**config.mk**
```make
export PLATFORM = sky130hd
export DESIGN_NAME = brace_balanced_content_scanner_top
export DESIGN_NICKNAME = d
export VERILOG_FILES = /design/src/hdl/bbcs_pkg.sv /design/src/hdl/bbcs_char_class.sv /design/src/hdl/bbcs_lexer.sv /design/src/hdl/brace_balanced_content_scanner_top.sv
export VERILOG_INCLUDE_DIRS = /design/src /design/src/hdl
export SDC_FILE = /design/constraint.sdc
export NUM_CORES = 1
export LEC_CHECK = 0
export BUFFER_PORTS_ARGS = -buffer_cell sky130_fd_sc_hd__buf_4
export CAP_MARGIN = 20
export CORE_ASPECT_RATIO = 0.8
export CORE_UTILIZATION = 60
export DETAILED_ROUTE_END_ITERATION = 7
export PLACE_DENSITY = 0.85
export RECOVER_POWER = 100
export SLEW_MARGIN = 20
export SYNTH_ARGS = -nofsm -noshare
export SYNTH_HDL_FRONTEND = slang
export SYNTH_HIERARCHICAL = 1
export SYNTH_SLANG_ARGS = --single-unit
```
**constraint.sdc**
```tcl
create_clock -name clk_i -period 3.9 [get_ports clk_i]
set_input_delay 0.39 -clock clk_i [delete_from_list [all_inputs] [get_ports clk_i]]
set_output_delay 0.39 -clock clk_i [all_outputs]
set_load 0.05 [all_outputs]
```
**src/hdl/brace_balanced_content_scanner_top_assert.svh**
```systemverilog
// Assertion macros used by the scanner lexer.
`ifndef BRACE_BALANCED_CONTENT_SCANNER_TOP_ASSERT_SVH
`define BRACE_BALANCED_CONTENT_SCANNER_TOP_ASSERT_SVH

// Same-cycle implication, checked outside reset.
`define BBCS_ASSERT_NOW(label, clk, rstn, ante, cons, msg) \
  label: assert property (@(posedge clk) disable iff (!(rstn)) (ante) |-> (cons)) \
    else $error(msg);

// Next-cycle implication, checked outside reset.
`define BBCS_ASSERT_NEXT(label, clk, rstn, ante, cons, msg) \
  label: assert property (@(posedge clk) disable iff (!(rstn)) (ante) |=> (cons)) \
    else $error(msg);

`endif

```
**src/hdl/bbcs_pkg.sv**
```systemverilog
// Package: request/response types, codes and character constants of the scanner.
`timescale 1ns / 1ps
package bbcs_pkg;

  localparam int unsigned CharBits = 21;

  // Response action codes
  localparam logic [1:0] ACT_SKIP    = 2'd0;
  localparam logic [1:0] ACT_CONSUME = 2'd1;
  localparam logic [1:0] ACT_HOLD    = 2'd2;

  // Characters of interest
  localparam logic [CharBits-1:0] CH_NEWLINE = 21'h00000A;
  localparam logic [CharBits-1:0] CH_LBRACE  = 21'h00007B;
  localparam logic [CharBits-1:0] CH_RBRACE  = 21'h00007D;
  localparam logic [CharBits-1:0] CH_SLASH   = 21'h00002F;
  localparam logic [CharBits-1:0] CH_STAR    = 21'h00002A;
  localparam logic [CharBits-1:0] CH_DQUOTE  = 21'h000022;
  localparam logic [CharBits-1:0] CH_SQUOTE  = 21'h000027;
  localparam logic [CharBits-1:0] CH_BTICK   = 21'h000060;
  localparam logic [CharBits-1:0] CH_DOLLAR  = 21'h000024;
  localparam logic [CharBits-1:0] CH_BSLASH  = 21'h00005C;
  localparam logic [CharBits-1:0] CH_AT      = 21'h000040;
  localparam logic [CharBits-1:0] CH_PERCENT = 21'h000025;
  localparam logic [CharBits-1:0] CH_DOT     = 21'h00002E;
  localparam logic [CharBits-1:0] CH_HASH    = 21'h000023;

  typedef struct packed {
    logic                start_req;
    logic                content_allowed;
    logic                end_of_input;
    logic [CharBits-1:0] character;
  } in_req_t;

  typedef struct packed {
    logic [1:0] action;
    logic       scan_done;
    logic       token_found;
  } out_rsp_t;

  // Character class flags handed from the classifier to the lexer
  typedef struct packed {
    logic is_ws;
    logic is_refuse;
    logic is_newline;
    logic is_lbrace;
    logic is_rbrace;
    logic is_slash;
    logic is_star;
    logic is_dquote;
    logic is_squote;
    logic is_btick;
    logic is_dollar;
    logic is_bslash;
  } char_class_t;

endpackage

```
**src/hdl/bbcs_char_class.sv**
```systemverilog
// Character classifier: decodes one code point into lexer class flags.
`timescale 1ns / 1ps
module bbcs_char_class (
  input  logic [bbcs_pkg::CharBits-1:0] character_i,
  output bbcs_pkg::char_class_t         cls_o
);
  import bbcs_pkg::*;

  logic ws_ascii;
  logic ws_uni;

  // Whitespace: ASCII controls, space, and a subset of the Unicode spaces and line separators
  assign ws_ascii = ((character_i >= 21'd9) && (character_i <= 21'd13)) ||
                    (character_i == 21'd32);
  assign ws_uni   = (character_i == 21'h000085) || (character_i == 21'h001680) ||
                    ((character_i >= 21'h002000) && (character_i <= 21'h002006)) ||
                    ((character_i >= 21'h002008) && (character_i <= 21'h00200A)) ||
                    (character_i == 21'h002028) || (character_i == 21'h002029) ||
                    (character_i == 21'h00205F) || (character_i == 21'h003000);

  // Decode single punctuation characters
  always_comb begin
    cls_o.is_ws      = ws_ascii | ws_uni;
    cls_o.is_newline = (character_i == CH_NEWLINE);
    cls_o.is_lbrace  = (character_i == CH_LBRACE);
    cls_o.is_rbrace  = (character_i == CH_RBRACE);
    cls_o.is_slash   = (character_i == CH_SLASH);
    cls_o.is_star    = (character_i == CH_STAR);
    cls_o.is_dquote  = (character_i == CH_DQUOTE);
    cls_o.is_squote  = (character_i == CH_SQUOTE);
    cls_o.is_btick   = (character_i == CH_BTICK);
    cls_o.is_dollar  = (character_i == CH_DOLLAR);
    cls_o.is_bslash  = (character_i == CH_BSLASH);
    // Characters that cannot open a content token
    cls_o.is_refuse  = (character_i == CH_RBRACE) || (character_i == CH_AT) ||
                       (character_i == CH_PERCENT) || (character_i == CH_DOT) ||
                       (character_i == CH_HASH) || (character_i == CH_SLASH);
  end

endmodule

```
**src/hdl/bbcs_lexer.sv**
```systemverilog
// Lexer: lexical mode, brace and interpolation depth, and per-request response.
`timescale 1ns / 1ps
module bbcs_lexer #(
  parameter int unsigned DEPTH_BITS = 16
) (
  input  logic                  clk_i,
  input  logic                  rst_ni,
  input  logic                  step_i,
  input  bbcs_pkg::in_req_t     req_i,
  input  bbcs_pkg::char_class_t cls_i,
  output bbcs_pkg::out_rsp_t    rsp_o
);
  import bbcs_pkg::*;

`include "brace_balanced_content_scanner_top_assert.svh"

  typedef enum logic [3:0] {
    MODE_IDLE        = 4'd0,
    MODE_WS_ON       = 4'd1,
    MODE_WS_OFF      = 4'd2,
    MODE_MAIN        = 4'd3,
    MODE_SLASH       = 4'd4,
    MODE_LINE        = 4'd5,
    MODE_BLOCK       = 4'd6,
    MODE_BLOCK_STAR  = 4'd7,
    MODE_DQ          = 4'd8,
    MODE_DQ_ESC      = 4'd9,
    MODE_SQ          = 4'd10,
    MODE_SQ_ESC      = 4'd11,
    MODE_TMPL        = 4'd12,
    MODE_TMPL_DOLLAR = 4'd13,
    MODE_TMPL_ESC    = 4'd14,
    MODE_INTERP      = 4'd15
  } lex_mode_e;

  localparam logic [DEPTH_BITS-1:0] DepthZero = '0;
  localparam logic [DEPTH_BITS-1:0] DepthOne  = {{(DEPTH_BITS-1){1'b0}}, 1'b1};
  localparam logic [DEPTH_BITS-1:0] DepthMax  = '1;

  lex_mode_e             mode_q, mode_d, mode_v;
  logic [DEPTH_BITS-1:0] brace_q, brace_d, brace_v;
  logic [DEPTH_BITS-1:0] interp_q, interp_d, interp_v;
  logic                  seen_q, seen_d, seen_v;
  logic                  do_main;
  logic                  do_tmpl;

  // Next state and response for the request in the input register
  always_comb begin
    // Start opens a fresh scan before anything else is looked at
    mode_v   = mode_q;
    brace_v  = brace_q;
    interp_v = interp_q;
    seen_v   = seen_q;
    if (req_i.start_req) begin
      mode_v   = req_i.content_allowed ? MODE_WS_ON : MODE_WS_OFF;
      brace_v  = DepthOne;
      interp_v = DepthZero;
      seen_v   = 1'b0;
    end

    mode_d   = mode_v;
    brace_d  = brace_v;
    interp_d = interp_v;
    seen_d   = seen_v;
    rsp_o    = '{action: ACT_CONSUME, scan_done: 1'b0, token_found: 1'b0};
    do_main  = 1'b0;
    do_tmpl  = 1'b0;

    unique case (mode_v) inside
      MODE_IDLE: begin
        rsp_o.action = ACT_HOLD;
      end
      MODE_WS_ON, MODE_WS_OFF: begin
        if (!req_i.end_of_input && cls_i.is_ws) begin
          rsp_o.action = ACT_SKIP;
        end else if ((mode_v == MODE_WS_OFF) || req_i.end_of_input || cls_i.is_refuse) begin
          // Refuse the token
          mode_d          = MODE_IDLE;
          rsp_o.action    = ACT_HOLD;
          rsp_o.scan_done = 1'b1;
        end else begin
          do_main = 1'b1;
        end
      end
      default: begin
        if (req_i.end_of_input) begin
          mode_d            = MODE_IDLE;
          rsp_o.action      = ACT_HOLD;
          rsp_o.scan_done   = 1'b1;
          rsp_o.token_found = seen_v;
        end else begin
          case (mode_v)
            MODE_MAIN: do_main = 1'b1;
            MODE_SLASH: begin
              if (cls_i.is_slash) begin
                mode_d = MODE_LINE;
              end else if (cls_i.is_star) begin
                mode_d = MODE_BLOCK;
              end else begin
                do_main = 1'b1;
              end
            end
            MODE_LINE: begin
              // Newline ends the comment and is handled as content
              if (cls_i.is_newline) begin
                do_main = 1'b1;
              end
            end
            MODE_BLOCK: begin
              if (cls_i.is_star) begin
                mode_d = MODE_BLOCK_STAR;
              end
            end
            MODE_BLOCK_STAR: begin
              if (cls_i.is_slash) begin
                mode_d = MODE_MAIN;
              end else if (!cls_i.is_star) begin
                mode_d = MODE_BLOCK;
              end
            end
            MODE_DQ: begin
              if (cls_i.is_bslash) begin
                mode_d = MODE_DQ_ESC;
              end else if (cls_i.is_dquote) begin
                mode_d = MODE_MAIN;
              end
            end
            MODE_DQ_ESC: mode_d = MODE_DQ;
            MODE_SQ: begin
              if (cls_i.is_bslash) begin
                mode_d = MODE_SQ_ESC;
              end else if (cls_i.is_squote) begin
                mode_d = MODE_MAIN;
              end
            end
            MODE_SQ_ESC: mode_d = MODE_SQ;
            MODE_TMPL: do_tmpl = 1'b1;
            MODE_TMPL_DOLLAR: begin
              if (cls_i.is_lbrace) begin
                interp_d = DepthOne;
                mode_d   = MODE_INTERP;
              end else begin
                do_tmpl = 1'b1;
              end
            end
            MODE_TMPL_ESC: mode_d = MODE_TMPL;
            MODE_INTERP: begin
              if (cls_i.is_lbrace) begin
                if (interp_v != DepthMax) begin
                  interp_d = interp_v + DepthOne;
                end
              end else if (cls_i.is_rbrace) begin
                if (interp_v <= DepthOne) begin
                  interp_d = DepthZero;
                  mode_d   = MODE_TMPL;
                end else begin
                  interp_d = interp_v - DepthOne;
                end
              end
            end
            default: rsp_o.action = ACT_HOLD;
          endcase
        end
      end
    endcase

    // Plain content: track braces and enter quoted or comment modes
    if (do_main) begin
      mode_d = MODE_MAIN;
      seen_d = 1'b1;
      if (cls_i.is_rbrace) begin
        if (brace_v <= DepthOne) begin
          // Closing brace at the outer level ends the token unconsumed
          brace_d           = DepthZero;
          mode_d            = MODE_IDLE;
          seen_d            = seen_v;
          rsp_o.action      = ACT_HOLD;
          rsp_o.scan_done   = 1'b1;
          rsp_o.token_found = seen_v;
        end else begin
          brace_d = brace_v - DepthOne;
        end
      end else if (cls_i.is_lbrace) begin
        if (brace_v != DepthMax) begin
          brace_d = brace_v + DepthOne;
        end
      end else if (cls_i.is_slash) begin
        mode_d = MODE_SLASH;
      end else if (cls_i.is_dquote) begin
        mode_d = MODE_DQ;
      end else if (cls_i.is_squote) begin
        mode_d = MODE_SQ;
      end else if (cls_i.is_btick) begin
        mode_d = MODE_TMPL;
      end
    end

    // Template body
    if (do_tmpl) begin
      mode_d = MODE_TMPL;
      if (cls_i.is_btick) begin
        mode_d = MODE_MAIN;
      end else if (cls_i.is_dollar) begin
        mode_d = MODE_TMPL_DOLLAR;
      end else if (cls_i.is_bslash) begin
        mode_d = MODE_TMPL_ESC;
      end
    end
  end

  // Advance the scan state once per request
  always_ff @(posedge clk_i or negedge rst_ni) begin
    if (!rst_ni) begin
      mode_q   <= MODE_IDLE;
      brace_q  <= DepthOne;
      interp_q <= DepthZero;
      seen_q   <= 1'b0;
    end else if (step_i) begin
      mode_q   <= mode_d;
      brace_q  <= brace_d;
      interp_q <= interp_d;
      seen_q   <= seen_d;
    end
  end

  `BBCS_ASSERT_NEXT(a_done_goes_idle, clk_i, rst_ni, step_i && rsp_o.scan_done, mode_q == MODE_IDLE, "scan ended but mode not idle")
  `BBCS_ASSERT_NOW(a_interp_nonzero, clk_i, rst_ni, mode_q == MODE_INTERP, interp_q != DepthZero, "interpolation mode with zero depth")
  `BBCS_ASSERT_NOW(a_found_needs_done, clk_i, rst_ni, !rsp_o.scan_done, !rsp_o.token_found, "token found without scan end")
  `BBCS_ASSERT_NEXT(a_hold_when_idle, clk_i, rst_ni, !step_i, $stable(mode_q) && $stable(brace_q) && $stable(seen_q), "scan state moved without a request")

endmodule

```
**src/hdl/brace_balanced_content_scanner_top.sv**
```systemverilog
// Top level: input register, character classifier, lexer and response register.
`timescale 1ns / 1ps
// Brace-balanced content scanner. Takes one character request per clock cycle,
// back to back while in_stall_o is low, and returns exactly one response per
// request, in order. A response is presented on the output once its request
// has passed the input register and then the response register, and is taken
// when the output side does not stall. The lexical mode and depth counters in
// bbcs_lexer are updated once per request, closing one request per cycle while
// the output side does not stall. The input side keeps taking requests while a
// finished response waits to be taken, as long as the input register is free;
// in_stall_o rises only when both registers are full and the output is
// stalled. Brace and interpolation depth are DEPTH_BITS wide and saturate at
// their maximum.
module brace_balanced_content_scanner_top #(
  parameter int unsigned DEPTH_BITS = 16
) (
  input  logic               clk_i,
  input  logic               rst_ni,
  input  logic               in_valid_i,
  output logic               in_stall_o,
  input  bbcs_pkg::in_req_t  in_req_i,
  output logic               out_valid_o,
  input  logic               out_stall_i,
  output bbcs_pkg::out_rsp_t out_rsp_o
);
  import bbcs_pkg::*;

  logic        in_valid_q;
  in_req_t     in_req_q;
  logic        out_valid_q;
  out_rsp_t    out_rsp_q;
  out_rsp_t    rsp;
  char_class_t cls;
  logic        out_free;
  logic        step;
  logic        in_take;

  // Handshake: a request moves on when the response register can load
  assign out_free   = !out_valid_q || !out_stall_i;
  assign step       = in_valid_q && out_free;
  assign in_stall_o = in_valid_q && !out_free;
  assign in_take    = in_valid_i && !in_stall_o;

  // Input register
  always_ff @(posedge clk_i or negedge rst_ni) begin
    if (!rst_ni) begin
      in_valid_q <= 1'b0;
    end else if (in_take) begin
      in_valid_q <= 1'b1;
    end else if (step) begin
      in_valid_q <= 1'b0;
    end
  end

  always_ff @(posedge clk_i) begin
    if (in_take) begin
      in_req_q <= in_req_i;
    end
  end

  bbcs_char_class u_char_class (
    .character_i (in_req_q.character),
    .cls_o       (cls)
  );

  bbcs_lexer #(
    .DEPTH_BITS (DEPTH_BITS)
  ) u_lexer (
    .clk_i  (clk_i),
    .rst_ni (rst_ni),
    .step_i (step),
    .req_i  (in_req_q),
    .cls_i  (cls),
    .rsp_o  (rsp)
  );

  // Response register
  always_ff @(posedge clk_i or negedge rst_ni) begin
    if (!rst_ni) begin
      out_valid_q <= 1'b0;
    end else if (out_free) begin
      out_valid_q <= in_valid_q;
    end
  end

  always_ff @(posedge clk_i) begin
    if (step) begin
      out_rsp_q <= rsp;
    end
  end

  assign out_valid_o = out_valid_q;
  assign out_rsp_o   = out_rsp_q;

endmodule

```
== Word level (Yosys, flattened, before mapping) ==
Index checks and enable logic that the tools add are counted.
Word-level totals
  bits in registers: 67
  input bits: 28
  output and inout port bits: 6
  word-level logic and storage cells: 174
Operators by class
  add/sub/neg operators: 4
  magnitude comparators: 8
  equal/unequal tests: 38
  multiplexer cells: 77
  bitwise gates (word level): 1
  reductions and logical operators: 33
Operators with widths (count)
  $mux 16: 14
  $eq 21x6->1 const B: 9
  $mux 4: 30
  $eq 21x7->1 const B: 5
  $eq 21x14->1 const B: 4
  $ge 21x14->1 const B: 2
  $le 21x14->1 const B: 2
  $pmux 4 s10: 1
  $add 16x1->16 const B: 2
  $eq 4x4->1 const B: 8
  $le 16x1->1 const B: 2
  $ne 16x16->1 const B: 2
  $pmux 16 s2: 1
  $sub 16x1->16 const B: 2
  $eq 21x13->1 const B: 1
  $eq 21x4->1 const B: 1
  $eq 21x8->1 const B: 1
  $ge 21x4->1 const B: 1
  $le 21x4->1 const B: 1
  $mux 1: 17
  $eq 4x3->1 const B: 4
  $logic_or 1x1->1: 16
  $mux 2: 7
  $reduce_or 13->1: 1
  other kinds (14): 27

== Longest topological paths before layout ==
  depth in word-level cells: 15
  gate-level depth with buffers: 14
  depth with buffers taken out: 11

== Cells and area by module ==
Netlist, hierarchy kept.
By module, submodules not included
  bbcs_lexer: times used 1, cells an instance 570, area each 4098.9 um^2, sequential area each 927.1 um^2
  brace_balanced_content_scanner_top: times used 1, cells an instance 36, area each 933.4 um^2, sequential area each 890.9 um^2
  bbcs_char_class: times used 1, cells an instance 72, area each 459.2 um^2, sequential area each 0.0 um^2

== Worst setup path after synthesis ==
No wires, ideal clock.
  kind: reg-to-reg
  start point: reg in_req_q[23] (netlist name)
  end point: reg u_lexer.brace_q[13]
  library setup time: 0.132 ns
  arrival time: 2.955 ns
  data required time: 3.768 ns
  slack: 0.813 ns
  cell stages (with the launch flop): 15
  path buffers: 5
  period minus slack after synthesis: 3.087 ns
  path through: edfxtp_1 buf_2 buf_2 inv_1 clkbuf_1 clkbuf_1 nand2_1 ha_1 nor2_1 or4_4 o211a_4 buf_6 a31o_1 a22oi_1 o31ai_1
Between the ends
  word-level cells in the longest chain between the ends: 8
  elaborated cells on any way between the ends: 25
  those cells by class: 2 x add/sub; 1 x order compare; 6 x eq/ne; 12 x mux; 4 x reduce/logical
Ends and longest elaborated chain
  start, declared: RTL line brace_balanced_content_scanner_top.sv:29  | in_req_t in_req_q;
  start signal, assigned: RTL line brace_balanced_content_scanner_top.sv:57  | in_req_q <= in_req_i;
  parallel branches: the longest is 7 deep, another holds $add 16x1->16
  $mux 16 (*): RTL line bbcs_lexer.sv:168  | if (do_main) begin
  end signal, assigned: RTL line bbcs_lexer.sv:215  | brace_q <= DepthOne;
  end signal, assigned: RTL line bbcs_lexer.sv:220  | brace_q <= brace_d;
  end, declared: RTL line bbcs_lexer.sv:41  | logic [DEPTH_BITS-1:0] brace_q, brace_d, brace_v;
Every way passes the cells marked *.
A chain may end at the register's enable or synchronous reset.

==> impl.org <==
** Synthesis
- The cell count after synthesis came out at 678.
- FFs w/ async S/R, synth :: 58.2%
- Average size of a mapped cell :: around 8.1 um2
- Library cells used by synthesis :: between 90 and 100
- Among all flip-flop cells after synthesis, the most frequent one is dfrtp_1.
- In this run, synthesis inferred 28 flip-flops with an integrated enable.
- During synthesis, Yosys emitted a total of 6 warnings.
- When the netlist entered floorplanning its net count stood at 712.
- Synthesis inferred 67 register bits.
- Total standard cell area after synthesis :: 5490 um2
- Sequential elements use 33.1% of the synthesized area.

** Final layout
- After filler insertion, the fill cell instance count of the layout stands at 707.
- The finished layout holds 808 standard cells, fillers aside.
- The repair_antennas step left the layout with diodes totalling 0.
- In the final design database the tool counted 725 nets.
- Layout cell share with drive strength beyond 1 :: 11.1%
- In the final layout, the multi-input gates occupy ~3400 um2.
- Flip-flop and latch area :: about 1800 um2
- Relative to the synthesized area, the layout overhead comes to 9.34%.
- Leading cell type in the layout, fill and taps excluded :: nand2_1
- In the layout the commonest cells are 65 x nand2_1, 59 x nor2_1, 45 x o21ai_0.

** Timing
- On the final layout, the worst clock skew is 7.63 ps.
- For the pin with the worst max-slew slack, the measured transition is ~2200 ps.
- Counting I/O delays and the setup requirement, the final critical path takes 3520 ps.
- Final setup TNS :: 0 ps
- Setup repair after global routing left no endpoint under its margin.
- Timing would allow up to approximately 280 MHz.
- The worst pin sits at a relative slew slack of -45.9%.
- The count of endpoints failing hold in the final timing report is 0.
- Final setup fails :: 0
- The max-slew violation count was 65.
- After layout, the worst path uses 90.2% of the clock period.

** Floorplan
- Number of core rows :: 30
- From bottom edge to top edge, the die measures 87.6 um.
- The die covers 9540 um2.
- For this configuration, the core starts out at a cell density of 63.3%.
- In this run the horizontal extent of the chip is 109 um.
- During I/O placement, the number of pins put on the boundary was 34.
- Floorplan Core Area :: 8670 um2

** Routing
- The first TritonRoute pass finished after 5 iterations.
- Total detailed-routing wirelength :: 16.2 mm
- Average wire length per cell after detail routing :: 20.0 um
- Drt via density :: 7.11
- Final ANT Viol Nets :: 0
- The detailed router finished its first iteration with 757 violations.
- For this run, design rule violations remaining after detail routing come to 0.
- For this block, the via count after detailed routing is 5,742.

** Worst setup path
- The slowest stage of the critical path belongs to the cell or3_4.
- Together, buffers and inverters on the worst path number 1.
- Category of the most critical setup path :: reg -> reg
- Critical path data arrival time :: 3610 ps
- STA classifies the critical path startpoint as a register.
- Kind of end point of the critical path :: register
- Data on the critical path is required at its endpoint by 3990 ps.
- Along the worst path, the maximum fanout reaches 9.
- The largest single stage delay on the critical path is 480 ps.
- Traced cell by cell, the critical path runs through nor2_1 -> nand3b_1 -> or3_4 -> nor3_1 -> clkbuf_1 -> or4_2 -> a31oi_1 -> or2_2 -> nand2_1 -> o32ai_1 -> a221o_1.
- Cell family with most CP delay :: simple AND/OR/NAND/NOR gates

** Global route
- The initial antenna violation count came to 0.
- The first global-routing pass estimated 26.2 mm of wire.
- The total overflow left after global routing is 0.
- The number of global-route vias before repair came to 5,185.
- Overall routing resource usage :: 35.6%
- Entering global routing, the biggest net connects 40 pins.

** Power and ir drop
- IR drop worst, VDD :: 0.000317 V
- Clock network fraction of design power :: 40.0%
- Internal power contribution :: 1420 uW
- The analysis attributes to net switching a power of ~650 uW.
- Power spread over the standard cell area amounts to 345 nW/um2.
- Sequential cell fraction of total power :: 41.1%
- Switching share of total power :: 31.2%
- Combinational cells account for 18.9% of the total power.
- Leakage power :: 0.00216 uW

** Clock network
- Num CTS Buffers :: 9
- Bufs on Longest Clock Path :: 2
- Post-CTS sizing :: 0
- Clock tree synthesis selected as its root buffer the cell clkbuf_16.
- After clock tree synthesis, the setup repair step added 0 buffers.
- After clock tree synthesis, the clock-pin slew on the worst setup and hold paths is around 60 ps.
- CTS H-tree lvls :: 3
- TritonCTS built the clock tree.
- Clk sink count :: 67
- At the later pin of the worst-skew pair, clock insertion delay measures 340 ps.
- The number of hold buffers added after CTS was 0.

** Place
- At the end of routability-driven placement, the weighted congestion stood at approximately 0.97.
- Count of port buffers added during placement :: 33
- Estimated wirelength of the detail-placed design :: 11.4 mm
- # placed instances :: ~800

** Flow run
- Max-cap violations in this run came to 2.

** Hold path
- Hold crit path type :: in -> reg

** Run status
- The run finished, with violations left.
- Failing checks :: capacitance limit, slew limit
-- sequential cells by signal, indices dropped and copies added (netlist names) --
register          cells
in_req_q             24
u_lexer/interp_q     16
out_valid_o           1
in_valid_q            1
u_lexer/seen_q        1
out_rsp_o             4
u_lexer/brace_q      16
u_lexer/mode_q        4
-- layer usage --
metal  global-route usage, %  wire length, um
met5                       0                0
met4                    15.0              408
met3                    8.18             1930
met2                    51.2             6870
met1                    51.2             6980
-- metrics by stage --
stage | instance area [um2] | hold slack, ps | worst slack, ps | utilization (%) | total power [uW]
floorplan | 5490 | 94.4 | 813 | - | 1130
global placement | 5770 | 398 | 691 | 66.5 | 1240
detailed placement | 5770 | 404 | 712 | 66.5 | 1250
CTS | 6070 | 40.2 | 691 | 70.0 | 2080
global route | 6000 | 232 | 200 | 69.2 | 2150
finish | 6000 | 241 | 383 | 69.2 | 2070
-- synthesized netlist by cell type, types with 4 or more instances --
master    count  area, um2
nand3b_1      6       45.0
a311oi_1      5       43.8
buf_6         4       45.0
nor2b_1      19        119
dfrtp_1      38        951
ha_1          6       75.1
a31oi_1      13       81.3
or4_1         6       45.0
nand2_1      65        244
a21oi_1      35        175
nor3_1       35        175
and3_1       12       75.1
o21ai_1       6       30.0
buf_2        12       60.1
buf_1         5       18.8
o221ai_1      5       43.8
nor2_1       59        221
and2_1        8       50.1
o22ai_1       8       50.1
or3_1        10       62.6
nand2b_1     10       62.6
or2_2         4       25.0
a211o_1       4       35.0
a32oi_1       4       35.0
a211oi_1      6       45.0
inv_1        26       97.6
clkbuf_1     19       71.3
edfxtp_1     28        841
nand4_1       7       43.8
nor4_1       12       75.1
o21a_1        4       30.0
a21o_1        6       45.0
o21ai_0      43        215
a41oi_1       5       43.8
o32ai_1       5       43.8
o211ai_1      9       67.6
o31ai_1      12       90.1
nand3_1      27        135
-- cell type report --
type,count,area share (%)
clock buffers,10,3.81
well taps,112,2.33
multi-input cells,543,55.9
clock inverters,6,1.23
inverters,27,1.69
repair buffers,43,4.79
flip-flops and latches,67,30.3
-- power groups by stage --
stage,Clock (uW),Sequential [uW],Combinational (uW)
after detailed placement,0,862,387
after floorplan,0,842,284
final,827,851,390
after global routing,875,858,419
after CTS,842,850,391
after global placement,0,861,381
-- worst paths after layout --
path                            slack [ps]  cells after the start    startpoint                    to
worst max-delay path                   380                     11   in_req_q[7]          out_rsp_o[3]
worst min-delay path                   240                      1  in_req_i[22]          in_req_q[22]
worst max register to register         380                     11   in_req_q[7]          out_rsp_o[3]
worst min register to register         490                      1    in_valid_q           out_valid_o
max in group asynchronous             1960                      1        rst_ni     u_lexer/mode_q[3]
min in group asynchronous              690                      1        rst_ni  u_lexer/interp_q[13]
-- cell families (layout without fill, tap and decap cells) --
family	count (synthesis)	count (layout)	synth area share (%)
and+or+nand+nor	308	308	30.3
AOI/OAI and AO/OA	220	220	28.2
buffers and inverters	68	86	5.49
DFF	67	67	33.1
adders and majority gates	6	6	1.37
xor gates and xnor gates	5	5	0.798
muxes	4	4	0.752
(Power assumes the default switching activity.)
